`config.mk`:
```
export PLATFORM = sky130hd
export DESIGN_NAME = srecord_line_parser_unit
export DESIGN_NICKNAME = d
export VERILOG_FILES = /design/src/sv/srlp_pkg.sv /design/src/sv/srlp_in_stage.sv /design/src/sv/srlp_core.sv /design/src/sv/srecord_line_parser_unit.sv
export SDC_FILE = /design/constraint.sdc
export NUM_CORES = 1
export LEC_CHECK = 0
export ABC_AREA = 1
export BUFFER_PORTS_ARGS = -buffer_cell sky130_fd_sc_hd__buf_2
export CORE_MARGIN = 1
export CORE_UTILIZATION = 50
export DETAILED_ROUTE_END_ITERATION = 8
export GPL_ROUTABILITY_DRIVEN = 0
export GPL_TIMING_DRIVEN = 0
export HOLD_SLACK_MARGIN = 0.03
export PLACE_DENSITY = 0.76
export SETUP_SLACK_MARGIN = 0.2
export SLEW_MARGIN = 20
export SYNTH_ARGS = -nofsm -noshare
export SYNTH_HDL_FRONTEND = slang
export SYNTH_SLANG_ARGS = --single-unit
```
`constraint.sdc`:
```
create_clock -name clk_i -period 4.45 [get_ports clk_i]
set_input_delay 0.89 -clock clk_i [delete_from_list [all_inputs] [get_ports clk_i]]
set_output_delay 0.89 -clock clk_i [all_outputs]
set_load 0.01 [all_outputs]
```
`src/sv/srlp_pkg.sv`:
```
`default_nettype none
// ----------------------------------------------------------------------------
// srlp_pkg
// Shared types, character codes and decode helpers of the S-record line parser.
// ----------------------------------------------------------------------------
package srlp_pkg;

  localparam logic [7:0] CH_S    = 8'h53;
  localparam logic [7:0] CH_0    = 8'h30;
  localparam logic [7:0] CH_9    = 8'h39;
  localparam logic [7:0] CH_UP_A = 8'h41;
  localparam logic [7:0] CH_UP_F = 8'h46;
  localparam logic [7:0] CH_LO_A = 8'h61;
  localparam logic [7:0] CH_LO_F = 8'h66;

  localparam logic [3:0] TYPE_HEADER   = 4'd0;
  localparam logic [3:0] TYPE_DATA_MIN = 4'd1;
  localparam logic [3:0] TYPE_DATA_MAX = 4'd3;
  localparam logic [3:0] TYPE_FIN_MIN  = 4'd7;
  localparam logic [3:0] TYPE_FIN_MAX  = 4'd9;
  localparam logic [3:0] TYPE_OTHER    = 4'hF;

  localparam int unsigned CharW = 8;
  localparam int unsigned OutW  = 64;

  typedef enum logic [1:0] {
    EV_DATA,
    EV_END,
    EV_BAD
  } event_e;

  typedef enum logic [1:0] {
    KIND_HEADER,
    KIND_DATA,
    KIND_FINAL,
    KIND_OTHER
  } kind_e;

  typedef struct packed {
    logic [7:0]  checksum_byte;
    logic [7:0]  byte_count;
    logic [7:0]  data_byte;
    logic [31:0] byte_address;
    kind_e       record_kind;
    event_e      event_res;
  } result_t;

  // Bit 4 set marks a character that is not a hex digit.
  function automatic logic [4:0] hex_value(logic [7:0] c);
    logic [4:0] v;
    if (c >= CH_0 && c <= CH_9) begin
      v = {1'b0, c[3:0]};
    end else if ((c >= CH_UP_A && c <= CH_UP_F) || (c >= CH_LO_A && c <= CH_LO_F)) begin
      v = {1'b0, c[3:0] + 4'd9};
    end else begin
      v = 5'h10;
    end
    return v;
  endfunction

  function automatic kind_e kind_of(logic [3:0] t);
    kind_e k;
    if (t == TYPE_HEADER) begin
      k = KIND_HEADER;
    end else if (t >= TYPE_DATA_MIN && t <= TYPE_DATA_MAX) begin
      k = KIND_DATA;
    end else if (t >= TYPE_FIN_MIN && t <= TYPE_FIN_MAX) begin
      k = KIND_FINAL;
    end else begin
      k = KIND_OTHER;
    end
    return k;
  endfunction

endpackage
`default_nettype wire

```
`src/sv/srlp_in_stage.sv`:
```
`default_nettype none
// ----------------------------------------------------------------------------
// srlp_in_stage
// Input register that holds one character until the parser core takes it.
// ----------------------------------------------------------------------------
module srlp_in_stage (
  input  wire logic                      clk_i,
  input  wire logic                      rst_ni,
  input  wire logic                      s_valid_i,
  output logic                           s_ready_o,
  input  wire logic [srlp_pkg::CharW-1:0] s_char_i,
  output logic                           valid_o,
  output logic [srlp_pkg::CharW-1:0]     char_o,
  input  wire logic                      take_i
);
  import srlp_pkg::*;

  logic             valid_q, valid_d;
  logic [CharW-1:0] char_q, char_d;

  assign s_ready_o = !valid_q || take_i;

  always_comb begin
    valid_d = valid_q;
    char_d  = char_q;
    if (s_valid_i && s_ready_o) begin
      valid_d = 1'b1;
      char_d  = s_char_i;
    end else if (take_i) begin
      valid_d = 1'b0;
    end
  end

  always_ff @(posedge clk_i or negedge rst_ni) begin
    if (!rst_ni) begin
      valid_q <= 1'b0;
      char_q  <= '0;
    end else begin
      valid_q <= valid_d;
      char_q  <= char_d;
    end
  end

  assign valid_o = valid_q;
  assign char_o  = char_q;

  property p_take_needs_valid;
    @(posedge clk_i) disable iff (!rst_ni) take_i |-> valid_q;
  endproperty
  a_take_needs_valid: assert property (p_take_needs_valid)
    else $error("parser took a character from an empty input register");

  property p_held_when_not_taken;
    @(posedge clk_i) disable iff (!rst_ni) valid_q && !take_i |=> valid_q && $stable(char_q);
  endproperty
  a_held_when_not_taken: assert property (p_held_when_not_taken)
    else $error("input register lost a character that was not taken");

  property p_load_on_transfer;
    @(posedge clk_i) disable iff (!rst_ni)
      s_valid_i && s_ready_o |=> valid_q && char_q == $past(s_char_i);
  endproperty
  a_load_on_transfer: assert property (p_load_on_transfer)
    else $error("input register did not capture the transferred character");

endmodule
`default_nettype wire

```
`src/sv/srlp_core.sv`:
```
`default_nettype none
// ----------------------------------------------------------------------------
// srlp_core
// Record parser state machine with its result register.
// ----------------------------------------------------------------------------
module srlp_core (
  input  wire logic                       clk_i,
  input  wire logic                       rst_ni,
  input  wire logic                       in_valid_i,
  input  wire logic [srlp_pkg::CharW-1:0] in_char_i,
  output logic                            take_o,
  output logic                            out_valid_o,
  output srlp_pkg::result_t               out_res_o,
  input  wire logic                       out_ready_i
);
  import srlp_pkg::*;

  typedef enum logic [2:0] {
    PH_IDLE,
    PH_TYPE,
    PH_COUNT,
    PH_ADDR,
    PH_DATA,
    PH_CKSUM
  } phase_e;

  phase_e      phase_q, phase_d;
  logic [3:0]  type_q, type_d;
  logic [7:0]  count_q, count_d;
  logic [31:0] base_q, base_d;
  logic [31:0] acc_q, acc_d;
  logic [3:0]  digits_q, digits_d;
  logic [7:0]  left_q, left_d;
  logic [7:0]  index_q, index_d;
  logic        out_valid_q, out_valid_d;
  result_t     out_q, out_d;

  logic        step;
  logic        fire;
  result_t     res;
  logic [4:0]  hexv;
  logic        is_s;
  logic [31:0] acc_shift;
  logic [3:0]  digits_dec;
  kind_e       kind;
  logic [7:0]  cnt;

  assign step       = in_valid_i && (!out_valid_q || out_ready_i);
  assign take_o     = step;
  assign hexv       = hex_value(in_char_i);
  assign is_s       = (in_char_i == CH_S);
  assign acc_shift  = {acc_q[27:0], hexv[3:0]};
  assign digits_dec = (digits_q != 4'd0) ? digits_q - 4'd1 : digits_q;
  assign kind       = kind_of(type_q);
  assign cnt        = acc_shift[7:0];

  always_comb begin
    phase_d  = phase_q;
    type_d   = type_q;
    count_d  = count_q;
    base_d   = base_q;
    acc_d    = acc_q;
    digits_d = digits_q;
    left_d   = left_q;
    index_d  = index_q;
    fire     = 1'b0;
    res.event_res     = EV_BAD;
    res.record_kind   = kind;
    res.byte_address  = '0;
    res.data_byte     = '0;
    res.byte_count    = count_q;
    res.checksum_byte = '0;

    case (phase_q)
      PH_IDLE: begin
        if (is_s) begin
          phase_d  = PH_TYPE;
          type_d   = '0;
          count_d  = '0;
          base_d   = '0;
          acc_d    = '0;
          digits_d = '0;
          left_d   = '0;
          index_d  = '0;
        end
      end
      PH_TYPE: begin
        type_d   = (in_char_i >= CH_0 && in_char_i <= CH_9) ? in_char_i[3:0] : TYPE_OTHER;
        phase_d  = PH_COUNT;
        digits_d = 4'd2;
        acc_d    = '0;
      end
      PH_COUNT, PH_ADDR, PH_DATA, PH_CKSUM: begin
        if (hexv[4]) begin
          fire          = 1'b1;
          res.event_res = EV_BAD;
          if (is_s) begin
            phase_d  = PH_TYPE;
            type_d   = '0;
            count_d  = '0;
            base_d   = '0;
            acc_d    = '0;
            digits_d = '0;
            left_d   = '0;
            index_d  = '0;
          end else begin
            phase_d = PH_IDLE;
          end
        end else begin
          acc_d    = acc_shift;
          digits_d = digits_dec;
          if (digits_dec == 4'd0) begin
            case (phase_q)
              PH_COUNT: begin
                count_d        = cnt;
                res.byte_count = cnt;
                if (kind != KIND_DATA) begin
                  fire          = 1'b1;
                  res.event_res = EV_END;
                  phase_d       = PH_IDLE;
                end else if (cnt < 8'(type_q) + 8'd2) begin
                  fire          = 1'b1;
                  res.event_res = EV_BAD;
                  phase_d       = PH_IDLE;
                end else begin
                  left_d   = cnt - 8'(type_q) - 8'd2;
                  digits_d = 4'((type_q + 4'd1) << 1);
                  acc_d    = '0;
                  phase_d  = PH_ADDR;
                end
              end
              PH_ADDR: begin
                base_d   = acc_shift;
                index_d  = '0;
                acc_d    = '0;
                digits_d = 4'd2;
                phase_d  = (left_q == 8'd0) ? PH_CKSUM : PH_DATA;
              end
              PH_DATA: begin
                fire             = 1'b1;
                res.event_res    = EV_DATA;
                res.byte_address = base_q + {24'd0, index_q};
                res.data_byte    = acc_shift[7:0];
                index_d          = index_q + 8'd1;
                left_d           = left_q - 8'd1;
                acc_d            = '0;
                digits_d         = 4'd2;
                if (left_q == 8'd1) begin
                  phase_d = PH_CKSUM;
                end
              end
              PH_CKSUM: begin
                fire              = 1'b1;
                res.event_res     = EV_END;
                res.byte_address  = base_q;
                res.checksum_byte = acc_shift[7:0];
                phase_d           = PH_IDLE;
              end
              default: begin
                phase_d = PH_IDLE;
              end
            endcase
          end
        end
      end
      default: begin
        phase_d = PH_IDLE;
      end
    endcase
  end

  always_comb begin
    out_valid_d = out_valid_q;
    out_d       = out_q;
    if (step) begin
      out_valid_d = fire;
      out_d       = res;
    end else if (out_ready_i) begin
      out_valid_d = 1'b0;
    end
  end

  always_ff @(posedge clk_i or negedge rst_ni) begin
    if (!rst_ni) begin
      phase_q     <= PH_IDLE;
      type_q      <= '0;
      count_q     <= '0;
      base_q      <= '0;
      acc_q       <= '0;
      digits_q    <= '0;
      left_q      <= '0;
      index_q     <= '0;
      out_valid_q <= 1'b0;
      out_q       <= '0;
    end else begin
      if (step) begin
        phase_q  <= phase_d;
        type_q   <= type_d;
        count_q  <= count_d;
        base_q   <= base_d;
        acc_q    <= acc_d;
        digits_q <= digits_d;
        left_q   <= left_d;
        index_q  <= index_d;
      end
      out_valid_q <= out_valid_d;
      out_q       <= out_d;
    end
  end

  assign out_valid_o = out_valid_q;
  assign out_res_o   = out_q;

  property p_data_event_kind;
    @(posedge clk_i) disable iff (!rst_ni)
      out_valid_q && out_q.event_res == EV_DATA |-> out_q.record_kind == KIND_DATA;
  endproperty
  a_data_event_kind: assert property (p_data_event_kind)
    else $error("data byte reported for a record that is not a data record");

  property p_addr_phase_kind;
    @(posedge clk_i) disable iff (!rst_ni)
      phase_q == PH_ADDR || phase_q == PH_DATA |-> kind == KIND_DATA;
  endproperty
  a_addr_phase_kind: assert property (p_addr_phase_kind)
    else $error("address or data phase entered for a non-data record");

  property p_digit_range;
    @(posedge clk_i) disable iff (!rst_ni) digits_q <= 4'd8;
  endproperty
  a_digit_range: assert property (p_digit_range)
    else $error("digit counter exceeds the longest field");

  property p_nondata_end_clean;
    @(posedge clk_i) disable iff (!rst_ni)
      out_valid_q && out_q.event_res == EV_END && out_q.record_kind != KIND_DATA
      |-> out_q.byte_address == 32'd0 && out_q.checksum_byte == 8'd0;
  endproperty
  a_nondata_end_clean: assert property (p_nondata_end_clean)
    else $error("non-data record end carries address or checksum");

endmodule
`default_nettype wire

```
`src/sv/srecord_line_parser_unit.sv`:
```
// A character transferred into the input register sits there until the core steps on
// it, which it does once its result register is free or being taken, and any result it
// causes is valid on the master side from that step on.
// Throughput: one character per cycle; a result held by a low m_axis_tready stalls the
// core, and once the input register is also full the slave side stalls too.
// Reset: rst_ni clears the parser to idle, waiting for 'S', with both registers empty.
`default_nettype none
// ----------------------------------------------------------------------------
// srecord_line_parser_unit
// Motorola S-record character parser with stream interfaces on both sides.
// ----------------------------------------------------------------------------
module srecord_line_parser_unit (
  input  wire logic                      clk_i,
  input  wire logic                      rst_ni,
  input  wire logic                      s_axis_tvalid,
  output logic                           s_axis_tready,
  // ascii_char [7:0]
  input  wire logic [srlp_pkg::CharW-1:0] s_axis_tdata,
  output logic                           m_axis_tvalid,
  input  wire logic                      m_axis_tready,
  // event_res [1:0], record_kind [3:2], byte_address [35:4], data_byte [43:36],
  // byte_count [51:44], checksum_byte [59:52], zero [63:60]
  output logic [srlp_pkg::OutW-1:0]      m_axis_tdata
);
  import srlp_pkg::*;

  logic             in_valid;
  logic [CharW-1:0] in_char;
  logic             take;
  result_t          res;

  srlp_in_stage u_in_stage (
    .clk_i     (clk_i),
    .rst_ni    (rst_ni),
    .s_valid_i (s_axis_tvalid),
    .s_ready_o (s_axis_tready),
    .s_char_i  (s_axis_tdata),
    .valid_o   (in_valid),
    .char_o    (in_char),
    .take_i    (take)
  );

  srlp_core u_core (
    .clk_i       (clk_i),
    .rst_ni      (rst_ni),
    .in_valid_i  (in_valid),
    .in_char_i   (in_char),
    .take_o      (take),
    .out_valid_o (m_axis_tvalid),
    .out_res_o   (res),
    .out_ready_i (m_axis_tready)
  );

  assign m_axis_tdata = {(OutW - $bits(result_t))'(0), res};

endmodule
`default_nettype wire

```
== Yosys cells after proc, flatten, opt, wreduce, memory -nomap -nowiden ==
Cells that the tools add are included.
Word-level totals
  register bits after elaboration: 169
  input port bits: 12
  output and inout port bits: 66
  logic and storage cells: 162
Operators by class
  $add $sub $neg: 9
  order comparisons: 11
  eq/ne operators: 17
  multiplexer cells: 77
  reduce and logical (&&, ||, !) cells: 31
Operators by type and width (number)
  $mux W32: 9
  $pmux W32 S2: 3
  $mux W56: 3
  $mux W8: 14
  $pmux W32 S3: 1
  $pmux W8 S2: 5
  $mux W4: 9
  $add A32 B8 Y32: 1
  $pmux W4 S3: 2
  $pmux W3 S3: 2
  $ge A8 B7 Y1 const B: 2
  $le A8 B7 Y1 const B: 2
  $mux W3: 5
  $mux W2: 7
  $mux W1: 12
  $reduce_and A4 Y1: 3
  $mux W5: 2
  $add A8 B1 Y8 const B: 1
  $eq A8 B1 Y1 const B: 1
  $eq A8 B7 Y1 const B: 1
  $ge A8 B6 Y1 const B: 1
  $le A8 B6 Y1 const B: 1
  $logic_not A4 Y1: 2
  $logic_not A8 Y1: 1
  35 further kinds: 55

== Logic depth before layout (Yosys ltp) ==
Gate-level depths: netlist of run 1.
  word-level depth: 13
  mapped depth: 26
  mapped depth without buffers: 26

== By module ==
Synthesis of run 1 repeated with hierarchy kept, for this count alone.
Unflattened totals
  cells, all modules: 1478
  area, all modules: 10510.1 um2
Modules (own cells, without submodules)
  srlp_core: instances 1, cells an instance 1434, area an instance 10108.4 um2, sequential area each 3903.7 um2
  srlp_in_stage: instances 1, cells an instance 39, area an instance 367.9 um2, sequential area each 225.2 um2
  srecord_line_parser_unit: instances 1, cells an instance 5, area an instance 33.8 um2, sequential area each 0.0 um2

== Least setup slack after synthesis of run 1 ==
No wires, ideal clock.
  kind: register -> register
  start: register u_in_stage.char_q[0] (netlist: u_in_stage.char_o[0])
  end: register u_core.acc_q[24]
  library setup time: 0.125 ns
  arrival: 3.065 ns
  required time: 4.325 ns
  slack: 1.261 ns
  stages on the path, launching flop included: 20
  path buffers: 2
  period minus slack after synthesis: 3.189 ns
  cell sequence: dfrtp_1 -> inv_1 -> ha_1 -> a21oi_2 -> o21ai_1 -> nand2_4 -> nand2_4 -> inv_2 -> buf_2 -> nor2_1 -> inv_1 -> ha_1 -> fa_1 -> o21ai_0 -> a21oi_1 -> o21ai_0 -> nand2_1 -> nand2_1 -> buf_4 -> o22ai_1
Between the ends
  word-level cells in the longest chain between the ends: 12
  elaborated cells on any way between the ends: 22
  those cells by class: add/sub: 1; order compare: 7; eq/ne: 1; mux: 9; reduce/logical: 4
Ends and longest elaborated chain
  start, declared: RTL line srlp_in_stage.sv:19  | logic [CharW-1:0] char_q, char_d;
  start signal, assigned: RTL line srlp_in_stage.sv:40  | char_q <= char_d;
  $ge A8 B7 Y1 or $le A8 B7 Y1 (tied branches): RTL line srlp_pkg.sv:53  | end else if ((c >= CH_UP_A && c <= CH_UP_F) || (c >= CH_LO_A && c <= CH_LO_F)) begin
  $logic_and A1 B1 Y1: RTL line srlp_pkg.sv:53
  $logic_or A1 B1 Y1: RTL line srlp_pkg.sv:53
  $mux W5: RTL line srlp_pkg.sv:53
  $mux W5: RTL line srlp_pkg.sv:51  | if (c >= CH_0 && c <= CH_9) begin
  $lt A8 B8 Y1: RTL line srlp_core.sv:121  | end else if (cnt < 8'(type_q) + 8'd2) begin
  $mux W32: RTL line srlp_core.sv:121
  $mux W32: RTL line srlp_core.sv:117  | if (kind != KIND_DATA) begin
  $pmux W32 S2: RTL line srlp_core.sv:113  | case (phase_q)
  $mux W32: RTL line srlp_core.sv:112  | if (digits_dec == 4'd0) begin
  $mux W32: RTL line srlp_core.sv:94  | if (hexv[4]) begin
  $pmux W32 S3 *: RTL line srlp_core.sv:74  | case (phase_q)
  end signal, assigned: RTL line srlp_core.sv:189  | acc_q <= '0;
  end signal, assigned: RTL line srlp_core.sv:201  | acc_q <= acc_d;
  end, declared: RTL line srlp_core.sv:31  | logic [31:0] acc_q, acc_d;
Mark *: on every way between the ends. The rest lies on a longest branch, timed or not.
A chain may end at the register's enable or synchronous reset.

== Final worst setup path of run 1 ==
  start: register u_in_stage.char_q[1] (netlist: u_in_stage.char_o[1])
  end: register u_core.acc_q[13]
The elaborated chain is that of the path after synthesis.

==> results of run 1 <==
## metrics by stage
step	std cells	utilization	instance area (sq um)	setup WS (ps)	hold WS [ps]
global route	1557	0.5885	10750	214.2	427.7
floorplan	1222	-	9462	1261	449.0
CTS	1557	0.5885	10750	447.9	410.8
finish	1557	0.5885	10750	470.5	386.3
global placement	1524	0.5536	10110	-51.99	461.9
detailed placement	1525	0.5559	10160	458.3	464.5
## registers in the layout, summed over array words and instances (netlist names)
register / cells
u_core.out_res_o: 60
u_core.base_q: 32
u_core.acc_q: 28
u_core.count_q: 8
u_core.index_q: 8
u_core.left_q: 8
u_in_stage.char_o: 8
u_core.digits_q: 4
u_core.type_q: 4
u_core.phase_q: 3
u_core.out_valid_o: 1
u_in_stage.valid_o: 1
## cells by family after synthesis
kind of cell	after synthesis
adder cells (fa/ha/maj)	36
buffers and inverters	203
XOR/XNOR	13
multiplexers	4
other	1
flip-flops	165
AND/OR/NAND/NOR	531
AO/OA/AOI/OAI	266
## worst paths after layout
check	startpoint	to	slack, ps	cells after the start
max	u_in_stage.char_o[1]	u_core.acc_q[13]	470	19
min	rst_ni	u_core.out_res_o[43]	390	1
max reg2reg	u_in_stage.char_o[1]	u_core.acc_q[13]	470	19
min reg2reg	u_core.out_res_o[27]	u_core.out_res_o[27]	480	2
max in group asynchronous	rst_ni	u_core.base_q[23]	3210	2
min in group clk_i	u_core.out_res_o[27]	u_core.out_res_o[27]	480	2
## layout by cell type (no fill, tap or decap), types with 4 or more instances in the layout
cell       netlist  final
nor3_1          13     12
o21ai_1         32     33
o211ai_1         9      9
a31oi_1          4      4
o21ai_0         88     87
inv_8            0      7
nor2_4           5      5
nand2_1        312    312
buf_4            7      7
nor2_2           7      7
conb_1           1      4
nand3_1         82     82
a22oi_1         10     10
dfrtp_1        165    165
xor2_1           7      7
nor2_1          75     75
clkbuf_1        14     14
nand2_4          4      4
xnor2_1          6      6
inv_2           16     16
ha_1            33     33
buf_2           13     85
a22o_1           4      4
clkbuf_16        0     17
o22ai_1         38     38
a21oi_1         48     48
inv_1          147    147
nand4_1         20     20
o31ai_1         10     10
o21ai_2         10     10
## per-layer routing
layer,wire length [um],GRT usage,vias up
met5,0,0,-
met4,668,0.1047,0
met3,2754,0.06091,54
met2,11890,0.4269,457
met1,11770,0.4068,4165
li1,-,-,4234
## worst max-delay path, delay by kind of cell, from the launching register on
family	cells	cell delay, ps
AO/OA/AOI/OAI	5	900
flip-flops	1	440
AND/OR/NAND/NOR	5	940
adder cells (fa/ha/maj)	3	750
buffers and inverters	6	820
## report_power, final
part | internal [W] | leakage [nW] | switching (W)
Combinational | 0.000674 | 3.06 | 0.00145
Sequential | 0.00175 | 2.08 | 0.000263
Clock | 0.000817 | 0.295 | 0.000680
Total | 0.00325 | 5.44 | 0.00240
## final cells by class
cell class                 count  area [sq um]
fill                        1647          7518
multi-input combinational    854          4511
sequential                   165          4129
inverter                     163         611.8
clock buffer                  18         439.2
timing repair buffer          74         402.9
tap                          229         286.5
buffer                        40         215.2
clock inverter                14         156.4
==> reports/summary.txt, run 1 <==
Adder-cell share of the synthesized area - 0.05005
# DRC - 0
EDFF count, synth - 0
Status - finished, final reports clean
Max stage delay cell, worst path - dfrtp_1
Vias - 8,910
Simple-gate portion of the synthesized area - 0.2444
CTS tree - done
Gate Count Post-Synth - 1,219
Max VDD drop - 290.2 uV
Crit path DAT - 4290 ps
Syn Area/Cell - 7.753 sq um
Num CTS Buffers - 17
Final Hold Viols - 0
Post-synthesis compound-gate area fraction - 0.1640
Total negative slack - 0 ps
Starting Density - 0.5173
Number of synthesis warnings - 0
Netlist cell types - 48
Tmin final - 3980 ps
Maximum fanout along the worst path - 10
Cell with the most instances on the worst path - inv_1
Post-Synth XOR/XNOR Area - 0.01205
Crit Path Class - flip-flop to flip-flop
Unrepaired setup endpoints after global routing - false
ANT nets after route - 0
Vias in the first global route - 8,098
CP max stage delay - 440 ps
Congestion Overflow GR - 0
Final Max Tran Viols - 0
Overall Global Routing Usage - 0.2853
Mux cell area share after synthesis - 0.004634
Clk slew on worst S/H paths - 70 ps
Slew headroom - 0.3864
Mapped Area - 9450 sq um
Seq cells post-synth - 165
Synth area leaders - dfrtp_1 44%, nand2_1 12%, inv_1 5.8%
Routed WL - 27,080 um
Pin count of the biggest net entering global routing - 101
Fraction of layout cells with a size suffix above 1 - 0.1393
Area growth syn-to-layout - 13.77%
Max Root-Sink Buffers - 2
First-pass GRT wire length - 43,000 um
Area leader, netlist - dfrtp_1
Synth top cells by count - 312 x nand2_1, 165 x dfrtp_1, 147 x inv_1, 88 x o21ai_0, 82 x nand3_1
CP Cell Sequence - inv_1 -> ha_1 -> inv_1 -> o21ai_1 -> nand2_4 -> nand2_4 -> inv_2 -> buf_2 -> nor2_1 -> inv_1 -> ha_1 -> fa_1 -> o21ai_0 -> a21oi_1 -> o21ai_1 -> nand2_1 -> nand2_1 -> buf_4 -> o22ai_1
Max-Cap Viols - 0
First-pass DRT Iterations - 5
Fin crit share - 0.8943
Clock sink count - 165
Die footprint - 19,450 sq um
CTS H-Tree Depth - 4
Via density per instance - 5.723
Seq/Total Area, Yosys - 0.4369
Worst Max-Slew Pin Slew - 912.0 ps
Die H - 139.5 um
Hold WC Path Type - input pin to asynchronous set/reset pin
CTS Root Cell - clkbuf_16
Initial drt markers - 1,146
Max Clk Rate - 251.3 MHz
Crit. End Element - flip-flop
Largest family of logic cells by synthesized area - simple AND/OR/NAND/NOR gates
Io pins - 78
Site Rows - 49
Yosys top cell area share - 0.4369
Post-cts sizing count - 0
Final setup viols - 0
Hold_buf cts - 0
Count leader, synth - nand2_1
P_leak - 5.439 nW
Layout Skew - 16.01 ps
Port Buffer Count - 73
Post-CTS Setup Bufs - 0
DR WL/cell - 17.39 um
Initial antenna violation count - 0
Ys async rst share - 1.000
PwrDens - 524.8 nW/um^2
Final Net Count - 1,363
Core Area - 18,270 sq um
ANT cells - 0
Overall power - 0.005642 W
CP Launch Type - flip-flop
HPWL Detailed - 19,830 um
Worst endpoint required time - 4760 ps
Die X - 139.5 um
Clock insertion delay at the later pin of the skew report - 440 ps
Top_reg_cell synth - dfrtp_1
No activity file was read; power rests on OpenSTA's default activity.
==> run 2, diff against run 1 <==
ABC_AREA = default   (was 1)
==> run 2 against run 1 <==
Core utilization rose by 1.3 points. Wire length fell by 16%. Highest routed layer is now met5. Largest cell class unchanged. Flip-flop and latch count did not move. Clock-buffer cell count rose by 4. Combinational power fell by 74%. Clock skew fell by 8.4 ps. Sequential share of layout area rose by 2.6 points.
==> reports/summary.txt, run 2 <==
Status - finished, final reports clean
Hold WC Path Type - input pin to asynchronous set/reset pin
Most frequent cells in the layout - 165 x dfrtp_1, 87 x nand2_1, 79 x buf_2, 79 x o21ai_0, 75 x a22o_1
Num CTS Buffers - 17
PwrDens - 362.0 nW/um^2
Layout Skew - 7.605 ps
Final Max Tran Viols - 0
Met2 wire length - 10,410 um
Mapped Area - 8663 sq um
Seq cells post-synth - 165
Final Hold Viols - 0
CTS H-Tree Depth - 4
Io pins - 78
Count leader, synth - dfrtp_1
Max reg flops - 60
Max VDD drop - 267.2 uV
Area leader, netlist - dfrtp_1
Worst reg2reg setup slack - 450 ps
Routed WL - 22,760 um
Core Area - 16,760 sq um
Number of synthesis warnings - 0
Vias - 7,293
Via density per instance - 6.083
DRT met1 WL - 9704 um
Hold WS - 465.9 ps
Hold_buf cts - 0
Top_reg_cell synth - dfrtp_1
# DRC - 0
Fin crit share - 0.8980
Fraction of layout cells with a size suffix above 1 - 0.1616
Die H - 133.6 um
CTS tree - done
Max Root-Sink Buffers - 2
Die X - 133.6 um
Area growth syn-to-layout - 16.28%
Starting Density - 0.5169
FF-to-FF End - u_core.acc_q[22]
Vias in the first global route - 7,223
Pin count of the biggest net entering global routing - 85
CTS Root Cell - clkbuf_16
Unrepaired setup endpoints after global routing - true
Overall Global Routing Usage - 0.2699
Total negative slack - 0 ps
Routed met3 length - 1705 um
Crit. End Element - flip-flop
Final core occ - 0.6010
ANT nets after route - 0
Highest routed layer - met5
Max Clk Rate - 250.2 MHz
Worst endpoint required time - 4770 ps
Seq/Total Area, Yosys - 0.4766
Site Rows - 47
First-pass DRT Iterations - 6
P_leak - 4.711 nW
Gate Count Post-Synth - 867
Tmin final - 3996 ps
Crit path DAT - 4310 ps
DR WL/cell - 18.98 um
Ys async rst share - 1.000
EDFF count, synth - 0
R2r startpoint - u_in_stage.char_o[0]
Port Buffer Count - 73
Clk slew on worst S/H paths - 60 ps
Synth top cells by count - 165 x dfrtp_1, 88 x nand2_1, 81 x o21ai_0, 75 x a22o_1, 42 x nor2_1
Syn Area/Cell - 9.992 sq um
Congestion Overflow GR - 0
Setup Slack @ Placement - -489.3 ps
Slew headroom - 0.2447
Commonest non-fill, non-tap cell in the layout - dfrtp_1
Clock sink count - 165
FF-to-FF path depth - 17
Netlist cell types - 72
Final Net Count - 1,014
Initial antenna violation count - 2
Max-Cap Viols - 0
Crit Path Class - flip-flop to flip-flop
Final setup viols - 0
Filler cell count - 1,438
CP Launch Type - flip-flop
Synth area leaders - dfrtp_1 48%, a22o_1 7.6%, ha_1 4.8%
Worst Max-Slew Pin Slew - 1124 ps
First-pass GRT wire length - 37,450 um
Yosys top cell area share - 0.4766
Final Worst Setup Slack - 453.7 ps
Initial drt markers - 864
HPWL Detailed - 16,360 um
Die footprint - 17,860 sq um
Clock insertion delay at the later pin of the skew report - 430 ps
Maximum fanout along the worst path - 10
[run 2: cell types whose count changed after synthesis, sizes merged, moves of 34 or more]
cell / before / now
a22o: 4 / 75
nor2: 87 / 43
o21ai: 130 / 84
nand3: 84 / 31
o22ai: 38 / 4
nand2: 318 / 88
inv: 163 / 35
[run 2: layer usage]
layer	track usage	vias up
met1	0.3613	3502
met4	0.1332	2
met5	0	-
met3	0.04985	88
li1	-	3368
met2	0.4222	333
[run 2: critical path, cell delays in order, from the launching register on]
cell and delay [ps]:
dfrtp_1 400, clkbuf_4 180, inv_1 80, ha_1 210
o21bai_1 110, a21oi_1 420, xnor2_2 250, nand2_2 210
ha_1 260, fa_1 390, nor2b_2 170, o31ai_4 90
a21oi_2 220, o21ai_1 130, and2_1 200, buf_1 150
clkbuf_4 220, a22o_1 200
[run 2: where the power goes]
group          internal [W]  switching (W)
combinational      0.000214       0.000336
sequential          0.00154      0.0000421
clock              0.000918       0.000599
[run 2: worst max-delay path by stage]
| stage | from | endpoint | slack [ps] | depth (start not counted) |
|---|---|---|---|---|
| 4_1_cts | u_in_stage.char_o[0] | u_core.acc_q[22] | 220 | 19 |
| 3_5_place_dp | u_in_stage.char_o[0] | u_core.acc_q[22] | -490 | 18 |
| 5_1_grt | u_in_stage.char_o[0] | u_core.acc_q[10] | 160 | 19 |
| 6_report | u_in_stage.char_o[0] | u_core.acc_q[22] | 450 | 17 |
| 3_3_place_gp | u_in_stage.char_o[0] | u_core.acc_q[22] | -480 | 18 |
| 2_1_floorplan | u_in_stage.char_o[0] | u_core.left_q[6] | 660 | 19 |
[run 2: area by class of cell]
cell class | count | area, sq um | share of cell area
Sequential cell | 165 | 4129 | 0.4099
Clock inverter | 9 | 143.9 | 0.01428
Multi-Input combinational cell | 620 | 4255 | 0.4224
Antenna cell | 1 | 2.502 | 0.0002484
Inverter | 35 | 131.4 | 0.01304
Buffer | 50 | 246.5 | 0.02447
Clock buffer | 22 | 464.2 | 0.04608
Tap cell | 220 | 275.3 | 0.02733
Timing Repair Buffer | 77 | 425.4 | 0.04223
[run 2: repair_timing]
action / 4_1_cts / 5_1_grt
setup endpoints to repair: 39 / 33
buffers inserted: 3 / 0
resized for setup: 9 / 18
pin swaps: 2 / 0
gates cloned: 0 / 0
[run 2: metrics by stage]
step	instances	area, sq um	power [W]
floorplan	870	8675	0.001945
global placement	1163	9315	0.002097
detailed placement	1164	9353	0.002118
CTS	1198	10020	0.003637
global route	1198	10070	0.003808
finish	1199	10070	0.003646
[run 2: cell families (layout without fill, tap and decap cells)]
family                   Yosys count  after routing  share of synthesized area
adder cells (fa/ha/maj)           36             36                    0.05459
buffers and inverters             85            193                    0.04217
other                              1              5                  0.0004329
AND/OR/NAND/NOR                  254            254                     0.1464
multiplexers                      22             22                    0.02701
flip-flops                       165            165                     0.4766
XOR/XNOR                          38             38                    0.03842
AO/OA/AOI/OAI                    266            266                     0.2143
==> run 3, diff against run 2 <==
==> constraint.sdc (replaced) <==
create_clock -name clk_i -period 4.45 [get_ports clk_i]
set_input_delay 0.2225 -clock clk_i [delete_from_list [all_inputs] [get_ports clk_i]]
set_output_delay 0.2225 -clock clk_i [all_outputs]
set_load 0.01 [all_outputs]
==> run 3 against run 2 <==
Clock power about the same. First-iteration DRC count decreased by 9.4%. Critical path type unchanged. Register-to-register slack got worse by 20 ps. Core utilization increased by 0.52 points. Wire length increased by 0.36%. Critical endpoint is now u_core.left_q[5]. Flip-flop and latch count unchanged. Largest power group unchanged. Design area increased by 0.87%. Die area unchanged. Sequential share of layout area decreased by 0.35 points. Sequential power about the same.
==> reports/summary.txt, run 3 (synthesized netlist as in run 2, its figures left out) <==
# DRC - 0
Site Rows - 47
Final Net Count - 1,023
Via density per instance - 6.044
First-pass GRT wire length - 37,610 um
CTS tree - done
Crit. End Element - flip-flop
Clk slew on worst S/H paths - 60 ps
HPWL Detailed - 16,360 um
CP max stage delay - 520 ps
Initial antenna violation count - 2
Final setup viols - 0
Max stage delay cell, worst path - a2111oi_1
Pin count of the biggest net entering global routing - 85
Worst Max-Slew Pin Slew - 1163 ps
Hold WC Path Type - input pin to flip-flop
Worst endpoint required time - 4750 ps
Fraction of layout cells with a size suffix above 1 - 0.1601
Die footprint - 17,860 sq um
Max Clk Rate - 249.0 MHz
CTS H-Tree Depth - 4
Vias - 7,295
Final Hold Viols - 0
Overall power - 0.003649 W
CTS Root Cell - clkbuf_16
CP Cell Sequence - clkbuf_4 -> inv_1 -> ha_1 -> o21bai_1 -> a21oi_1 -> xnor2_2 -> nand2_2 -> ha_1 -> fa_1 -> nor2b_2 -> o31ai_4 -> a2111oi_1 -> nand3_1 -> buf_4 -> a32oi_1 -> o21ai_0
Highest routed layer - met5
Area growth syn-to-layout - 17.29%
Max VDD drop - 264.9 uV
Status - finished, final reports clean
Overall Global Routing Usage - 0.2708
DRT met1 WL - 9818 um
Die X - 133.6 um
Port Buffer Count - 73
Layout Skew - 7.620 ps
Unrepaired setup endpoints after global routing - true
Num CTS Buffers - 17
Routed WL - 22,840 um
Placed inst area - 9353 sq um
CP Launch Type - flip-flop
First-pass DRT Iterations - 8
Max Root-Sink Buffers - 2
Starting Density - 0.5169
P_leak - 4.749 nW
Max-Cap Viols - 0
Worst Path Buf+Inv - 3
Io pins - 78
Die H - 133.6 um
Vias in the first global route - 7,273
PwrDens - 359.2 nW/um^2
Crit-path leading delay family - compound AO/OA/AOI/OAI gates
Fin crit share - 0.9023
Maximum fanout along the worst path - 9
Met2 wire length - 10,510 um
DR WL/cell - 18.92 um
Crit Path Class - flip-flop to flip-flop
ANT cells - 0
Slew headroom - 0.2181
Clock insertion delay at the later pin of the skew report - 430 ps
Clock sink count - 165
Fin area - 10,160 sq um
Cell with the most instances on the worst path - ha_1
Commonest non-fill, non-tap cell in the layout - dfrtp_1
Tmin final - 4015 ps
Most frequent cells in the layout - 165 x dfrtp_1, 87 x nand2_1, 79 x buf_2, 79 x o21ai_0, 75 x a22o_1
Congestion Overflow GR - 0
Max reg flops - 60
ANT nets after route - 0
Core Area - 16,760 sq um
Final Max Tran Viols - 0
Routed met3 length - 1584 um
Crit path DAT - 4320 ps
Initial drt markers - 783
-- run 3: per-layer routing --
layer | global-route usage | vias up
li1 | - | 3381
met1 | 0.3620 | 3517
met2 | 0.4245 | 312
met3 | 0.04985 | 83
met4 | 0.1332 | 2
met5 | 0 | -
-- run 3: final timing paths --
path | start | to | slack [ps] | depth (start not counted)
max | u_in_stage.char_o[0] | u_core.left_q[5] | 430 | 16
min | s_axis_tdata[4] | u_in_stage.char_o[4] | 40 | 2
max reg2reg | u_in_stage.char_o[0] | u_core.left_q[5] | 430 | 16
min reg2reg | u_core.out_res_o[18] | u_core.out_res_o[18] | 470 | 2
max in group asynchronous | rst_ni | u_core.out_res_o[48] | 3240 | 3
min in group asynchronous | rst_ni | u_core.index_q[6] | 400 | 2
-- run 3: layout make-up --
| cell class | instances | area, sq um |
|---|---|---|
| Sequential cell | 165 | 4129 |
| Multi-Input combinational cell | 620 | 4255 |
| Fill cell | 1436 | 6599 |
| Timing Repair Buffer | 86 | 515.5 |
| Inverter | 35 | 131.4 |
| Clock inverter | 9 | 143.9 |
| Tap cell | 220 | 275.3 |
| Clock buffer | 22 | 464.2 |
| Buffer | 50 | 246.5 |
-- run 3: metrics by stage --
step	hold WS [ps]	setup TNS, ps	util	std cells	setup WS [ps]
after floorplan	-73.09	0	-	870	660.2
final	42.44	0	0.6063	1207	434.6
after detailed placement	268.2	-12580	0.5580	1164	-489.3
after CTS	30.07	0	0.6032	1207	223.6
after global routing	40.11	0	0.6063	1207	161.7
after global placement	427.6	-11600	0.5558	1163	-484.7
-- run 3: worst reg2reg max path: stages, from the launching register on --
cell and delay (ps):
dfrtp_1 400, clkbuf_4 180, inv_1 80, ha_1 210
o21bai_1 110, a21oi_1 430, xnor2_2 250, nand2_2 210
ha_1 260, fa_1 390, nor2b_2 170, o31ai_4 80
a2111oi_1 520, nand3_1 130, buf_4 200, a32oi_1 160
o21ai_0 100
-- run 3: power breakdown --
| group | leakage, nW | total (W) | switching, W | internal, W |
|---|---|---|---|---|
| registers | 2.25 | 0.00158 | 0.0000419 | 0.00154 |
| logic | 2.20 | 0.000556 | 0.000337 | 0.000219 |
| clock network | 0.293 | 0.00151 | 0.000596 | 0.000918 |
-- run 3: repair_timing --
action,4_1_cts,5_1_grt
cloned,0,0
endpoints found under the hold margin,89,0
buffers inserted,3,0
hold buffers,9,0
pin swaps,2,0
endpoints found under the setup margin,39,33
gates resized for setup,9,18
